File: src/design/ldf_pkg.sv
package ldf_pkg;

  localparam int OFFSET_BITS    = 40;
  localparam int FIRST_SEQUENCE = 1;
  localparam int HDR_BYTES      = 28;
  localparam int CRC_COVERED    = 24;

  localparam logic [1:0] KIND_PAYLOAD = 2'd0;
  localparam logic [1:0] KIND_RECORD  = 2'd1;
  localparam logic [1:0] KIND_LOG_END = 2'd2;
  localparam logic [1:0] KIND_ERROR   = 2'd3;

  localparam logic [2:0] ERR_NONE      = 3'd0;
  localparam logic [2:0] ERR_MAGIC     = 3'd1;
  localparam logic [2:0] ERR_VERSION   = 3'd2;
  localparam logic [2:0] ERR_OP        = 3'd3;
  localparam logic [2:0] ERR_SEQUENCE  = 3'd4;
  localparam logic [2:0] ERR_LENGTHS   = 3'd5;
  localparam logic [2:0] ERR_CRC       = 3'd6;
  localparam logic [2:0] ERR_TOO_LARGE = 3'd7;

  localparam logic [1:0] OP_SET    = 2'd0;
  localparam logic [1:0] OP_DELETE = 2'd1;
  localparam logic [1:0] OP_CLEAR  = 2'd2;

  localparam logic [2:0] REG_MAGIC     = 3'd0;
  localparam logic [2:0] REG_VERSION   = 3'd1;
  localparam logic [2:0] REG_OP_SET    = 3'd2;
  localparam logic [2:0] REG_OP_DELETE = 3'd3;
  localparam logic [2:0] REG_OP_CLEAR  = 3'd4;
  localparam logic [2:0] REG_MAX_KEY   = 3'd5;
  localparam logic [2:0] REG_MAX_VALUE = 3'd6;
  localparam logic [2:0] REG_MAX_LOG   = 3'd7;

  typedef struct packed {
    logic [31:0] magic_word;
    logic [15:0] format_version;
    logic [15:0] op_code_set;
    logic [15:0] op_code_delete;
    logic [15:0] op_code_clear;
    logic [15:0] max_key_len;
    logic [31:0] max_value_len;
    logic [39:0] max_log_bytes;
  } cfg_t;

  typedef struct packed {
    logic [1:0]  result_kind;
    logic [7:0]  payload_byte;
    logic        in_value;
    logic [1:0]  operation;
    logic [63:0] seq_number;
    logic [15:0] key_len;
    logic [31:0] value_len;
    logic [39:0] tail_bytes;
    logic [2:0]  fault_code;
    logic [39:0] record_offset;
    logic        last_of_run;
  } res_t;

  function automatic logic [31:0] crc_byte(input logic [31:0] crc, input logic [7:0] b);
    logic [31:0] c;
    c = crc ^ {24'd0, b};
    for (int k = 0; k < 8; k++) begin
      c = c[0] ? ((c >> 1) ^ 32'hEDB88320) : (c >> 1);
    end
    return c;
  endfunction

  function automatic res_t mk_error(input logic [2:0] code, input logic [39:0] offset);
    res_t r;
    r = '0;
    r.result_kind   = KIND_ERROR;
    r.fault_code    = code;
    r.record_offset = offset;
    return r;
  endfunction

endpackage

File: src/design/ldf_result_queue.sv
module ldf_result_queue (
  input  logic          clk,
  input  logic          rst_n,
  input  logic [1:0]    push_count,
  input  ldf_pkg::res_t push_first,
  input  ldf_pkg::res_t push_second,
  output logic          room_for_two,
  output logic          out_valid,
  input  logic          out_stall,
  output ldf_pkg::res_t out_res
);

  ldf_pkg::res_t q_r [4];
  logic [1:0] wr_r, rd_r;
  logic [2:0] cnt_r;
  logic       pop;
  logic [1:0] wr_next_slot;

  assign pop          = (cnt_r != 3'd0) && !out_stall;
  assign out_valid    = (cnt_r != 3'd0);
  assign out_res      = q_r[rd_r];
  assign room_for_two = (cnt_r <= 3'd2);
  assign wr_next_slot = wr_r + 2'd1;

  always_ff @(posedge clk) begin
    if (push_count != 2'd0) begin
      q_r[wr_r] <= push_first;
    end
    if (push_count == 2'd2) begin
      q_r[wr_next_slot] <= push_second;
    end
  end

  always_ff @(posedge clk) begin
    if (!rst_n) begin
      wr_r  <= '0;
      rd_r  <= '0;
      cnt_r <= '0;
    end else begin
      wr_r  <= wr_r + push_count;
      rd_r  <= rd_r + {1'b0, pop};
      cnt_r <= cnt_r + {1'b0, push_count} - {2'b0, pop};
    end
  end

endmodule

File: src/design/ldf_core.sv
module ldf_core (
  input  logic          clk,
  input  logic          rst_n,
  input  ldf_pkg::cfg_t cfg,
  input  logic          accept,
  input  logic          req_type,
  input  logic [7:0]    log_byte,
  output logic [1:0]    res_count,
  output ldf_pkg::res_t res_first,
  output ldf_pkg::res_t res_second
);

  typedef enum logic [1:0] {PH_HEADER, PH_PAYLOAD, PH_ERROR} phase_t;

  localparam int OB = ldf_pkg::OFFSET_BITS;

  phase_t      phase_r, phase_nxt;
  logic [4:0]  hcnt_r, hcnt_nxt;
  logic [7:0]  hdr_r [ldf_pkg::HDR_BYTES];
  logic        hdr_we;
  logic [31:0] crc_r, crc_nxt;
  logic [32:0] pidx_r, pidx_nxt;
  logic [32:0] total_r, total_nxt;
  logic [1:0]  op_r, op_nxt;
  logic [63:0] seq_r, seq_nxt;
  logic [OB-1:0] offs_r, offs_nxt, bound_r, bound_nxt;
  logic [2:0]  sticky_r, sticky_nxt;

  logic [31:0] f_magic, f_klen, f_vlen, f_crc_stored, f_crc_hdr;
  logic [15:0] f_ver, f_raw;
  logic [63:0] f_seq;
  logic [1:0]  dec_op;
  logic        op_known, len_bad;
  logic [2:0]  hdr_code;
  logic [31:0] crc_pay;
  logic [OB-1:0] offs_inc;
  logic        too_large;
  ldf_pkg::res_t done_res;

  always_comb begin
    for (int k = 0; k < 4; k++) begin
      f_magic[8*k +: 8]      = hdr_r[k];
      f_klen[8*k +: 8]       = hdr_r[16 + k];
      f_vlen[8*k +: 8]       = hdr_r[20 + k];
      f_crc_stored[8*k +: 8] = hdr_r[24 + k];
    end
    for (int k = 0; k < 8; k++) begin
      f_seq[8*k +: 8] = hdr_r[8 + k];
    end
    f_ver     = {hdr_r[5], hdr_r[4]};
    f_raw     = {hdr_r[7], hdr_r[6]};
    f_crc_hdr = {log_byte, hdr_r[26], hdr_r[25], hdr_r[24]};
  end

  // Set wins over delete, delete over clear when codes overlap.
  always_comb begin
    op_known = 1'b1;
    if (f_raw == cfg.op_code_set) begin
      dec_op = ldf_pkg::OP_SET;
    end else if (f_raw == cfg.op_code_delete) begin
      dec_op = ldf_pkg::OP_DELETE;
    end else if (f_raw == cfg.op_code_clear) begin
      dec_op = ldf_pkg::OP_CLEAR;
    end else begin
      dec_op   = ldf_pkg::OP_CLEAR;
      op_known = 1'b0;
    end
    case (dec_op)
      ldf_pkg::OP_SET: len_bad = (f_klen == 32'd0) || (f_klen > {16'd0, cfg.max_key_len})
                                 || (f_vlen > cfg.max_value_len);
      ldf_pkg::OP_DELETE: len_bad = (f_klen == 32'd0) || (f_klen > {16'd0, cfg.max_key_len})
                                    || (f_vlen != 32'd0);
      default: len_bad = (f_klen != 32'd0) || (f_vlen != 32'd0);
    endcase
    if (f_magic != cfg.magic_word) begin
      hdr_code = ldf_pkg::ERR_MAGIC;
    end else if (f_ver != cfg.format_version) begin
      hdr_code = ldf_pkg::ERR_VERSION;
    end else if (!op_known) begin
      hdr_code = ldf_pkg::ERR_OP;
    end else if (f_seq != seq_r) begin
      hdr_code = ldf_pkg::ERR_SEQUENCE;
    end else if (len_bad) begin
      hdr_code = ldf_pkg::ERR_LENGTHS;
    end else begin
      hdr_code = ldf_pkg::ERR_NONE;
    end
  end

  assign crc_pay   = ldf_pkg::crc_byte(crc_r, log_byte);
  assign offs_inc  = offs_r + 1'b1;
  assign too_large = ({{(64-OB){1'b0}}, offs_r} >= {24'd0, cfg.max_log_bytes})
                     || (offs_r == {OB{1'b1}});

  always_comb begin
    done_res               = '0;
    done_res.result_kind   = ldf_pkg::KIND_RECORD;
    done_res.operation     = op_nxt;
    done_res.seq_number    = f_seq;
    done_res.key_len       = f_klen[15:0];
    done_res.value_len     = f_vlen;
    done_res.record_offset = 40'(bound_r);
  end

  always_comb begin
    phase_nxt  = phase_r;
    hcnt_nxt   = hcnt_r;
    hdr_we     = 1'b0;
    crc_nxt    = crc_r;
    pidx_nxt   = pidx_r;
    total_nxt  = total_r;
    op_nxt     = op_r;
    seq_nxt    = seq_r;
    offs_nxt   = offs_r;
    bound_nxt  = bound_r;
    sticky_nxt = sticky_r;
    res_count  = 2'd0;
    res_first  = '0;
    res_second = '0;
    if (accept) begin
      if (req_type) begin
        res_first.result_kind   = ldf_pkg::KIND_LOG_END;
        res_first.seq_number    = (seq_r == 64'(ldf_pkg::FIRST_SEQUENCE)) ? 64'd0
                                                                          : seq_r - 64'd1;
        res_first.tail_bytes    = (sticky_r != ldf_pkg::ERR_NONE) ? 40'd0
                                                                  : 40'(offs_r - bound_r);
        res_first.fault_code    = sticky_r;
        res_first.record_offset = 40'(bound_r);
        res_count  = 2'd1;
        phase_nxt  = PH_HEADER;
        hcnt_nxt   = '0;
        crc_nxt    = '1;
        seq_nxt    = 64'(ldf_pkg::FIRST_SEQUENCE);
        offs_nxt   = '0;
        bound_nxt  = '0;
        sticky_nxt = ldf_pkg::ERR_NONE;
      end else if (phase_r == PH_ERROR) begin
        res_count = 2'd0;
      end else if (too_large) begin
        res_first  = ldf_pkg::mk_error(ldf_pkg::ERR_TOO_LARGE, 40'(bound_r));
        res_count  = 2'd1;
        phase_nxt  = PH_ERROR;
        sticky_nxt = ldf_pkg::ERR_TOO_LARGE;
      end else begin
        offs_nxt = offs_inc;
        if (phase_r == PH_HEADER) begin
          hdr_we   = 1'b1;
          hcnt_nxt = hcnt_r + 5'd1;
          if (hcnt_r < 5'(ldf_pkg::CRC_COVERED)) begin
            crc_nxt = crc_pay;
          end
          if (hcnt_r == 5'(ldf_pkg::HDR_BYTES - 1)) begin
            hcnt_nxt  = '0;
            total_nxt = {1'b0, f_klen} + {1'b0, f_vlen};
            op_nxt    = dec_op;
            if (hdr_code != ldf_pkg::ERR_NONE) begin
              res_first  = ldf_pkg::mk_error(hdr_code, 40'(bound_r));
              res_count  = 2'd1;
              phase_nxt  = PH_ERROR;
              sticky_nxt = hdr_code;
            end else if (total_nxt == 33'd0) begin
              res_count = 2'd1;
              if (~crc_r != f_crc_hdr) begin
                res_first  = ldf_pkg::mk_error(ldf_pkg::ERR_CRC, 40'(bound_r));
                phase_nxt  = PH_ERROR;
                sticky_nxt = ldf_pkg::ERR_CRC;
              end else begin
                res_first = done_res;
                bound_nxt = offs_inc;
                seq_nxt   = seq_r + 64'd1;
                crc_nxt   = '1;
              end
            end else begin
              phase_nxt = PH_PAYLOAD;
              pidx_nxt  = '0;
            end
          end
        end else begin
          crc_nxt                = crc_pay;
          res_first.result_kind  = ldf_pkg::KIND_PAYLOAD;
          res_first.payload_byte = log_byte;
          res_first.in_value     = (pidx_r >= {1'b0, f_klen});
          res_count              = 2'd1;
          pidx_nxt               = pidx_r + 33'd1;
          if (pidx_nxt >= total_r) begin
            res_count = 2'd2;
            if (~crc_pay != f_crc_stored) begin
              res_second = ldf_pkg::mk_error(ldf_pkg::ERR_CRC, 40'(bound_r));
              phase_nxt  = PH_ERROR;
              sticky_nxt = ldf_pkg::ERR_CRC;
            end else begin
              res_second = done_res;
              bound_nxt  = offs_inc;
              seq_nxt    = seq_r + 64'd1;
              crc_nxt    = '1;
              phase_nxt  = PH_HEADER;
              hcnt_nxt   = '0;
            end
          end
        end
      end
      if (res_count == 2'd1) begin
        res_first.last_of_run = 1'b1;
      end
      if (res_count == 2'd2) begin
        res_second.last_of_run = 1'b1;
      end
    end
  end

  always_ff @(posedge clk) begin
    if (hdr_we) begin
      hdr_r[hcnt_r] <= log_byte;
    end
  end

  always_ff @(posedge clk) begin
    if (!rst_n) begin
      phase_r  <= PH_HEADER;
      hcnt_r   <= '0;
      crc_r    <= '1;
      pidx_r   <= '0;
      total_r  <= '0;
      op_r     <= ldf_pkg::OP_SET;
      seq_r    <= 64'(ldf_pkg::FIRST_SEQUENCE);
      offs_r   <= '0;
      bound_r  <= '0;
      sticky_r <= ldf_pkg::ERR_NONE;
    end else begin
      phase_r  <= phase_nxt;
      hcnt_r   <= hcnt_nxt;
      crc_r    <= crc_nxt;
      pidx_r   <= pidx_nxt;
      total_r  <= total_nxt;
      op_r     <= op_nxt;
      seq_r    <= seq_nxt;
      offs_r   <= offs_nxt;
      bound_r  <= bound_nxt;
      sticky_r <= sticky_nxt;
    end
  end

endmodule

File: src/design/log_record_deframer.sv
// Record log deframer.
// The input channel carries one item per log byte (in_req_type low) and a final
// end-of-log item (in_req_type high). Each record is a 28-byte little-endian
// header followed by its key and value bytes; the header is checked once it is
// complete and the payload bytes are then forwarded one result per item.
// The result channel carries payload bytes, record-done reports, errors and the
// end-of-log summary; out_last_of_run marks the last result caused by an item.
// An item's results are written into the result queue at the edge that accepts
// it. One item is accepted every cycle while in_stall is low: the per-byte
// CRC step, header capture and header checks all fit between the state
// registers and a four-entry result queue. The last payload byte of a record
// produces two results, so under sustained traffic the output side sets the
// pace whenever records finish.
// in_stall rises when the result queue holds three or more results, i.e. when
// it could not take the two results of a worst-case item; a stalled receiver
// thus fills the queue and then holds off the sender, and no result is lost.
// Reset (rst_n low at a clock edge) restores the configuration registers to
// their defaults, empties the queue and restarts the log state.
// The user must write the configuration port only while idle; nothing enforces it.
module log_record_deframer (
  input  logic        clk,
  input  logic        rst_n,
  input  logic        cfg_we,
  input  logic [2:0]  cfg_index,
  input  logic [39:0] cfg_wdata,
  input  logic        in_valid,
  output logic        in_stall,
  input  logic        in_req_type,
  input  logic [7:0]  in_log_byte,
  output logic        out_valid,
  input  logic        out_stall,
  output logic [1:0]  out_result_kind,
  output logic [7:0]  out_payload_byte,
  output logic        out_in_value,
  output logic [1:0]  out_operation,
  output logic [63:0] out_seq_number,
  output logic [15:0] out_key_len,
  output logic [31:0] out_value_len,
  output logic [39:0] out_tail_bytes,
  output logic [2:0]  out_error_code,
  output logic [39:0] out_record_offset,
  output logic        out_last_of_run
);

  ldf_pkg::cfg_t cfg_r;
  logic          accept;
  logic          room_for_two;
  logic [1:0]    res_count;
  ldf_pkg::res_t res_first, res_second, out_res;

  // Configuration registers; an unknown index cannot occur with a three-bit index.
  always_ff @(posedge clk) begin
    if (!rst_n) begin
      cfg_r.magic_word     <= 32'd0;
      cfg_r.format_version <= 16'd1;
      cfg_r.op_code_set    <= 16'd1;
      cfg_r.op_code_delete <= 16'd2;
      cfg_r.op_code_clear  <= 16'd3;
      cfg_r.max_key_len    <= 16'd1024;
      cfg_r.max_value_len  <= 32'd1048576;
      cfg_r.max_log_bytes  <= 40'd67108864;
    end else if (cfg_we) begin
      unique case (cfg_index)
        ldf_pkg::REG_MAGIC:     cfg_r.magic_word     <= cfg_wdata[31:0];
        ldf_pkg::REG_VERSION:   cfg_r.format_version <= cfg_wdata[15:0];
        ldf_pkg::REG_OP_SET:    cfg_r.op_code_set    <= cfg_wdata[15:0];
        ldf_pkg::REG_OP_DELETE: cfg_r.op_code_delete <= cfg_wdata[15:0];
        ldf_pkg::REG_OP_CLEAR:  cfg_r.op_code_clear  <= cfg_wdata[15:0];
        ldf_pkg::REG_MAX_KEY:   cfg_r.max_key_len    <= cfg_wdata[15:0];
        ldf_pkg::REG_MAX_VALUE: cfg_r.max_value_len  <= cfg_wdata[31:0];
        ldf_pkg::REG_MAX_LOG:   cfg_r.max_log_bytes  <= cfg_wdata;
        default: ;
      endcase
    end
  end

  // The stall depends only on the queue fill, never on the item itself.
  assign in_stall = !room_for_two;
  assign accept   = in_valid && !in_stall;

  ldf_core u_core (
    .clk        (clk),
    .rst_n      (rst_n),
    .cfg        (cfg_r),
    .accept     (accept),
    .req_type   (in_req_type),
    .log_byte   (in_log_byte),
    .res_count  (res_count),
    .res_first  (res_first),
    .res_second (res_second)
  );

  ldf_result_queue u_queue (
    .clk          (clk),
    .rst_n        (rst_n),
    .push_count   (res_count),
    .push_first   (res_first),
    .push_second  (res_second),
    .room_for_two (room_for_two),
    .out_valid    (out_valid),
    .out_stall    (out_stall),
    .out_res      (out_res)
  );

  assign out_result_kind   = out_res.result_kind;
  assign out_payload_byte  = out_res.payload_byte;
  assign out_in_value      = out_res.in_value;
  assign out_operation     = out_res.operation;
  assign out_seq_number    = out_res.seq_number;
  assign out_key_len       = out_res.key_len;
  assign out_value_len     = out_res.value_len;
  assign out_tail_bytes    = out_res.tail_bytes;
  assign out_error_code    = out_res.fault_code;
  assign out_record_offset = out_res.record_offset;
  assign out_last_of_run   = out_res.last_of_run;

endmodule

File: config.mk
export PLATFORM = sky130hd
export DESIGN_NAME = log_record_deframer
export DESIGN_NICKNAME = d
export VERILOG_FILES = /design/src/design/ldf_pkg.sv /design/src/design/ldf_result_queue.sv /design/src/design/ldf_core.sv /design/src/design/log_record_deframer.sv
export SDC_FILE = /design/constraint.sdc
export NUM_CORES = 2
export LEC_CHECK = 0
export BUFFER_PORTS_ARGS = -buffer_cell sky130_fd_sc_hd__buf_2
export CAP_MARGIN = 20
export CELL_PAD_IN_SITES_DETAIL_PLACEMENT = 0
export CELL_PAD_IN_SITES_GLOBAL_PLACEMENT = 2
export CORE_MARGIN = 3
export CORE_UTILIZATION = 42
export CTS_CLUSTER_DIAMETER = 200
export DETAILED_ROUTE_END_ITERATION = 10
export GPL_ROUTABILITY_DRIVEN = 0
export PLACE_DENSITY = 0.85
export SLEW_MARGIN = 20
export SYNTH_ARGS = -nofsm -noshare
export SYNTH_HDL_FRONTEND = slang
export SYNTH_SLANG_ARGS = --single-unit
File: constraint.sdc
create_clock -name clk -period 9.5 [get_ports clk]
set_clock_uncertainty 0.05 [all_clocks]
set_input_delay 0.95 -clock clk [delete_from_list [all_inputs] [get_ports clk]]
set_output_delay 0.95 -clock clk [all_outputs]
set_load 0.03 [all_outputs]
After elaboration in Yosys (flattened, before gate mapping):

Memories as Yosys holds them, arrays and structs flattened. A register that Yosys moved wholly into a read port is not among the register bits.
Cells that the tools add are included.

* add/sub/neg operators: 12
* order comparisons: 7
* equal/unequal tests: 37
* muxes and demuxes: 138
* bitwise operators: 14
* reductions and logical operators: 38

Operators with widths (count)
* $mux 209: 14
* $mux 64: 12
* $mux 32: 19
* $mux 40: 14
* $mux 198: 1
* $mux 33: 4
* $not 13->14: 8
* $ne 32x32->1: 3
* $mux 83: 1
* $add 64x1->64 const B: 1
* $eq 64x1->1 const B: 1
* $ne 64x64->1: 1
* $not 32->32: 2
* $reduce_bool 32->1: 2
* $sub 64x1->64 const B: 1
* $mux 2: 29
* $eq 16x16->1: 3
* $mux 48: 1
* $mux 3: 15
* $add 40x1->40 const B: 1
* $eq 40x40->1 const B: 1
* $ge 40x40->1: 1
* $sub 40x40->40: 1
* $mux 5: 7
* other kinds (48): 103

* flip-flop bits (word level): 445
* memory bits (writable): 1060
* input bits: 57
* output and inout bits: 211
* logic and storage cells: 269
* memories: 2

Memories
* u_queue.q_r: depth 4, width 209, rd ports 1, clocked after memory_dff 1, wr ports 2, line ldf_result_queue.sv:13 `ldf_pkg::res_t q_r [4];`
* u_core.hdr_r: depth 28, width 8, rd ports 28, clocked after memory_dff 0, wr ports 1, line ldf_core.sv:19 `logic [7:0] hdr_r [ldf_pkg::HDR_BYTES];`

Depth between registers and ports, before layout:

* word-level depth: 27
* gate-level depth with buffers: 28
* gate-level depth less buffers: 26

Modules after synthesis:

From an unflattened synthesis, not the netlist that was laid out.

* cell total of the unflattened synthesis: 6961
* area total of the unflattened synthesis: 83161.0 um^2

By module, submodules not included
* ldf_result_queue: instances 1, cells an instance 2070, area an instance 40472.6 um^2, seq. area each 25244.2 um^2
* ldf_core: instances 1, cells an instance 4232, area an instance 35856.9 um^2, seq. area each 11811.3 um^2
* log_record_deframer: instances 1, cells an instance 659, area an instance 6831.6 um^2, seq. area each 3683.5 um^2

Least setup slack after synthesis:

Ideal clock, no wire load.

* kind: reg2reg
* start: reg u_core.pidx_r[0]
* end: mem u_queue.q_r[2][0] (netlist bit), enable pin
* library setup time: 0.525 ns
* arrival: 8.197 ns
* required time: 8.925 ns
* slack: 0.728 ns
* cell stages (with the launch flop): 27
* path buffers: 4
* period minus slack after synthesis: 8.772 ns
* path through: dfxtp_1 > ha_1 > nand3_1 > nor2_1 > and3_1 > clkbuf_1 > nand2_1 > nor2_1 > nand3_1 > nor2_1 > nand4_1 > xnor2_1 > ha_1 > a21oi_1 > o211ai_1 > a211oi_1 > o21bai_1 > a2111oi_0 > nor2_1 > o31a_1 > o221ai_1 > a21oi_1 > or2_2 > clkbuf_1 > buf_2 > clkbuf_1 > nand2_1

RTL lines
* start: declaration: line ldf_core.sv:22 `logic [32:0] pidx_r, pidx_nxt;`
* start signal: assignment: line ldf_core.sv:233 `pidx_r <= pidx_nxt;`
* end: declaration: line ldf_result_queue.sv:13

==> metrics.txt <==
outcome finished, final reports clean; Post-Syn Instances 7,332; Comb pwr share 21.8%; measured slew at the worst slew-check pin 1.225 ns; compound-cell area share of the yosys netlist 13.90%; setup bufs post-CTS 0; die area 187,600 µm²; Top Family by Delay on Critical Path simple AND/OR/NAND/NOR gates; root buffer cell clkbuf_16; XOR/XNOR Fraction of Synth Area 5.991%; share of flip-flops with an asynchronous set or reset 0%; Pint 12,350 µW; Starting Density 42.34%; Switching Fraction 31.15%; Layout area overhead 12.03%; vias 60.11k; cts repair resizes 0; P_leak 0.03018 µW; Die Width 433.1 µm; Antenna Nets Post-Route 0; row count 156; sequential area share after synthesis 50.57%; register bit total from synthesis 1,505; DRT Pass-1 Iters 6; Critical Path Source Type register; Die Ht 433.1 µm; hpwl dp 176,800 µm; area occupied by multi-input gates 35,130 µm²; Min Clock Period, post-route 7.845 ns; Mapped Nets 7,630; number of buffers created by CTS 165; P_sw 5589 µW; first-pass GRT wire length 388,600 µm; total global-route track usage 27.72%; fin util 47.43%; FILL cells 16.67k; FF-to-FF setup slack 1.65 ns; Sink Count 1,505; crit path DAT 8.25 ns; crit-path max cell delay 0.79 ns; largest fanout on the critical path 49; Worst IR Drop VDD 250.2 µV; Synth warnings 0; Tcrit/Tclk final 82.58%; f_max 0.1275 GHz; floorplan core area 180,900 µm²; Non-Filler Instances 9,895; vias in the first global route 56.59k; register area 38,750 µm²; CP Buf/Inv Count 3; drc violations 0; mux contribution to synthesized area 6.796%; Via density 6.075; drt initial violations 7,339; Post-synth EDFFs 860; max-slew violations 0; Placed Area 80,100 µm²; CTS tree yes; clk slew on worst S/H paths 0.06 ns; CP dominant cell by count nor2_1; Hold WC Path Type input port to register; layout cell share with drive strength beyond 1 12.44%; distinct cell type count after synthesis 100; PwrDens 209.0 nW/µm²; cell area after layout 85,820 µm²; Final #Nets 7,672; main combinational cell family by area after synthesis simple AND/OR/NAND/NOR gates; crit path capture type register; GR Overflow Total 0; crit path max-delay cell type nand2_4; Bufs on Longest Clock Path 3; simple-gate share of the synthesized area 14.90%; initial antenna violation count 9; final setup fails 0; synthesized area per cell 10.45 µm²; placed cell count 9,576; RSZ-0062 raised after global routing no; clk_lat worst skew 0.83 ns; DR WL/cell 26.96 µm; Hold Buf Count CTS 0; H-tree levels 4; DRT Wirelength 266,800 µm; critical path type register to register; Post-Syn Area 76,600 µm²; Post-Synth Adder-Cell Area 3.966%; prevailing post-synth register cell edfxtp_1; Clk network pwr share 37.4%; setup TNS after final layout 0 ns; num ports 268; final number of hold-violating endpoints 0; Seq pwr share 40.7%; largest net degree at the start of global routing 153; max_slew headroom 18.28%; Critical Path RT 9.90 ns; PortBufs 267; total of max-cap violations 0
==> final timing paths <==
check / startpoint / endpoint / cells past startpoint
setup / recovery: u_core.pidx_r[0] / u_queue.q_r[0][118] / 25
hold / removal: cfg_wdata[32] / cfg_r[32] / 3
setup reg to reg: u_core.pidx_r[0] / u_queue.q_r[0][118] / 25
hold reg to reg: cfg_r[57] / cfg_r[57] / 2
==> cell usage after synthesis (74+ instances only) <==
master    number  share of area (%)
nand2_1      904                4.4
edfxtp_1     860                 34
dfxtp_1      645                 17
a21oi_1      533                3.5
o21ai_0      532                3.5
clkbuf_1     398                2.0
nor2_1       357                1.7
and2_1       292                2.4
xor2_1       260                3.0
inv_1        257                1.3
ha_1         238                3.9
mux4_2       209                6.1
o211ai_1     202                2.0
xnor2_1      190                2.2
nor3_1       119               0.78
nand3_1      110               0.72
nand4_1      105               0.86
and3_1        97               0.79
nor4_1        92               0.75
or3_1         74               0.60
==> stage by stage <==
stage | hold slack [ns] | setup slack [ns] | total power, µW
after floorplan | 0.3819 | 0.7280 | 10080
after global placement | 0.3937 | 1.544 | 11340
after detailed placement | 0.3973 | 1.645 | 11370
after CTS | 0.2637 | 1.601 | 18040
after global routing | 0.3131 | 1.134 | 18520
final | 0.3275 | 1.655 | 17940
==> layout make-up <==
class / instances / area share (%)
Clock inverter: 88 / 1.303
Sequential cell: 1505 / 45.15
Timing Repair Buffer: 378 / 2.703
Antenna cell: 6 / 0.01749
Tap cell: 2370 / 3.455
Multi-Input combinational cell: 5067 / 40.93
Clock buffer: 224 / 5.314
Inverter: 257 / 1.133
==> registers in the layout, indices dropped and copies added, names as in the netlist, 5 cells and up <==
register	cells
u_core.offs_r	40
u_core.crc_r	32
u_core.hdr_r	224
u_core.bound_r	40
u_core.pidx_r	33
u_core.total_r	33
u_core.seq_r	64
u_queue.q_r	836
u_core.hcnt_r	5
cfg_r	184
==> cell families (layout without fill, tap and decap cells) <==
kind of cell,after synthesis,count (layout)
AND/OR/NAND/NOR,2343,2343
AO/OA/AOI/OAI,1743,1743
flip-flops,1505,1505
buffers and inverters,760,947
XOR/XNOR,482,482
multiplexers,258,258
adder cells (fa/ha/maj),241,241
other,0,6
==> power groups by stage <==
stage               Clock [µW]  Combinational, µW  Sequential (µW)
global placement             0               3910             7430
detailed placement           0               3920             7440
CTS                       6790               3940             7300
floorplan                    0               2740             7350
global route              7060               4130             7330
finish                    6710               3920             7310
==> layer usage <==
layer | wire length, µm | share of wire, % | vias to the layer above | track usage (%)
met4 | 7464 | 2.8 | 0 | 7.960
met5 | 0 | 0 | - | 0
met2 | 120100 | 45 | 2798 | 42.85
met3 | 22860 | 8.6 | 385 | 4.593
li1 | - | - | 26850 | -
met1 | 116400 | 44 | 30080 | 40.08
==> worst register-to-register path: cells and delay by family, from the launching register on <==
family / cells / cell delay [ns]
AOI/OAI and AO/OA: 8 / 1.92
xor gates and xnor gates: 1 / 0.22
adders and majority gates: 2 / 0.55
buffers and inverters: 3 / 1.07
DFF: 1 / 0.41
and+or+nand+nor: 11 / 3.25
==> cell usage in the layout (no fill, tap or decap), types with 39 or more instances in the layout <==
cell / instances
o22ai_1: 59
buf_2: 265
a21oi_1: 531
o211ai_1: 202
o21a_1: 40
dfxtp_1: 642
nor2_1: 345
mux4_2: 209
ha_1: 238
buf_4: 102
nor4_1: 90
nor3_1: 115
edfxtp_1: 860
nand4_1: 105
xnor2_1: 190
and2_1: 292
nand2_1: 896
o21ai_0: 528
mux2i_1: 42
a22o_1: 61
clkbuf_1: 39
or3_1: 74
and3_1: 97
nand3_1: 109
inv_1: 256
xor2_1: 260
clkbuf_16: 167
a21o_1: 63
Note: power is estimated with default switching activity, not from simulation.
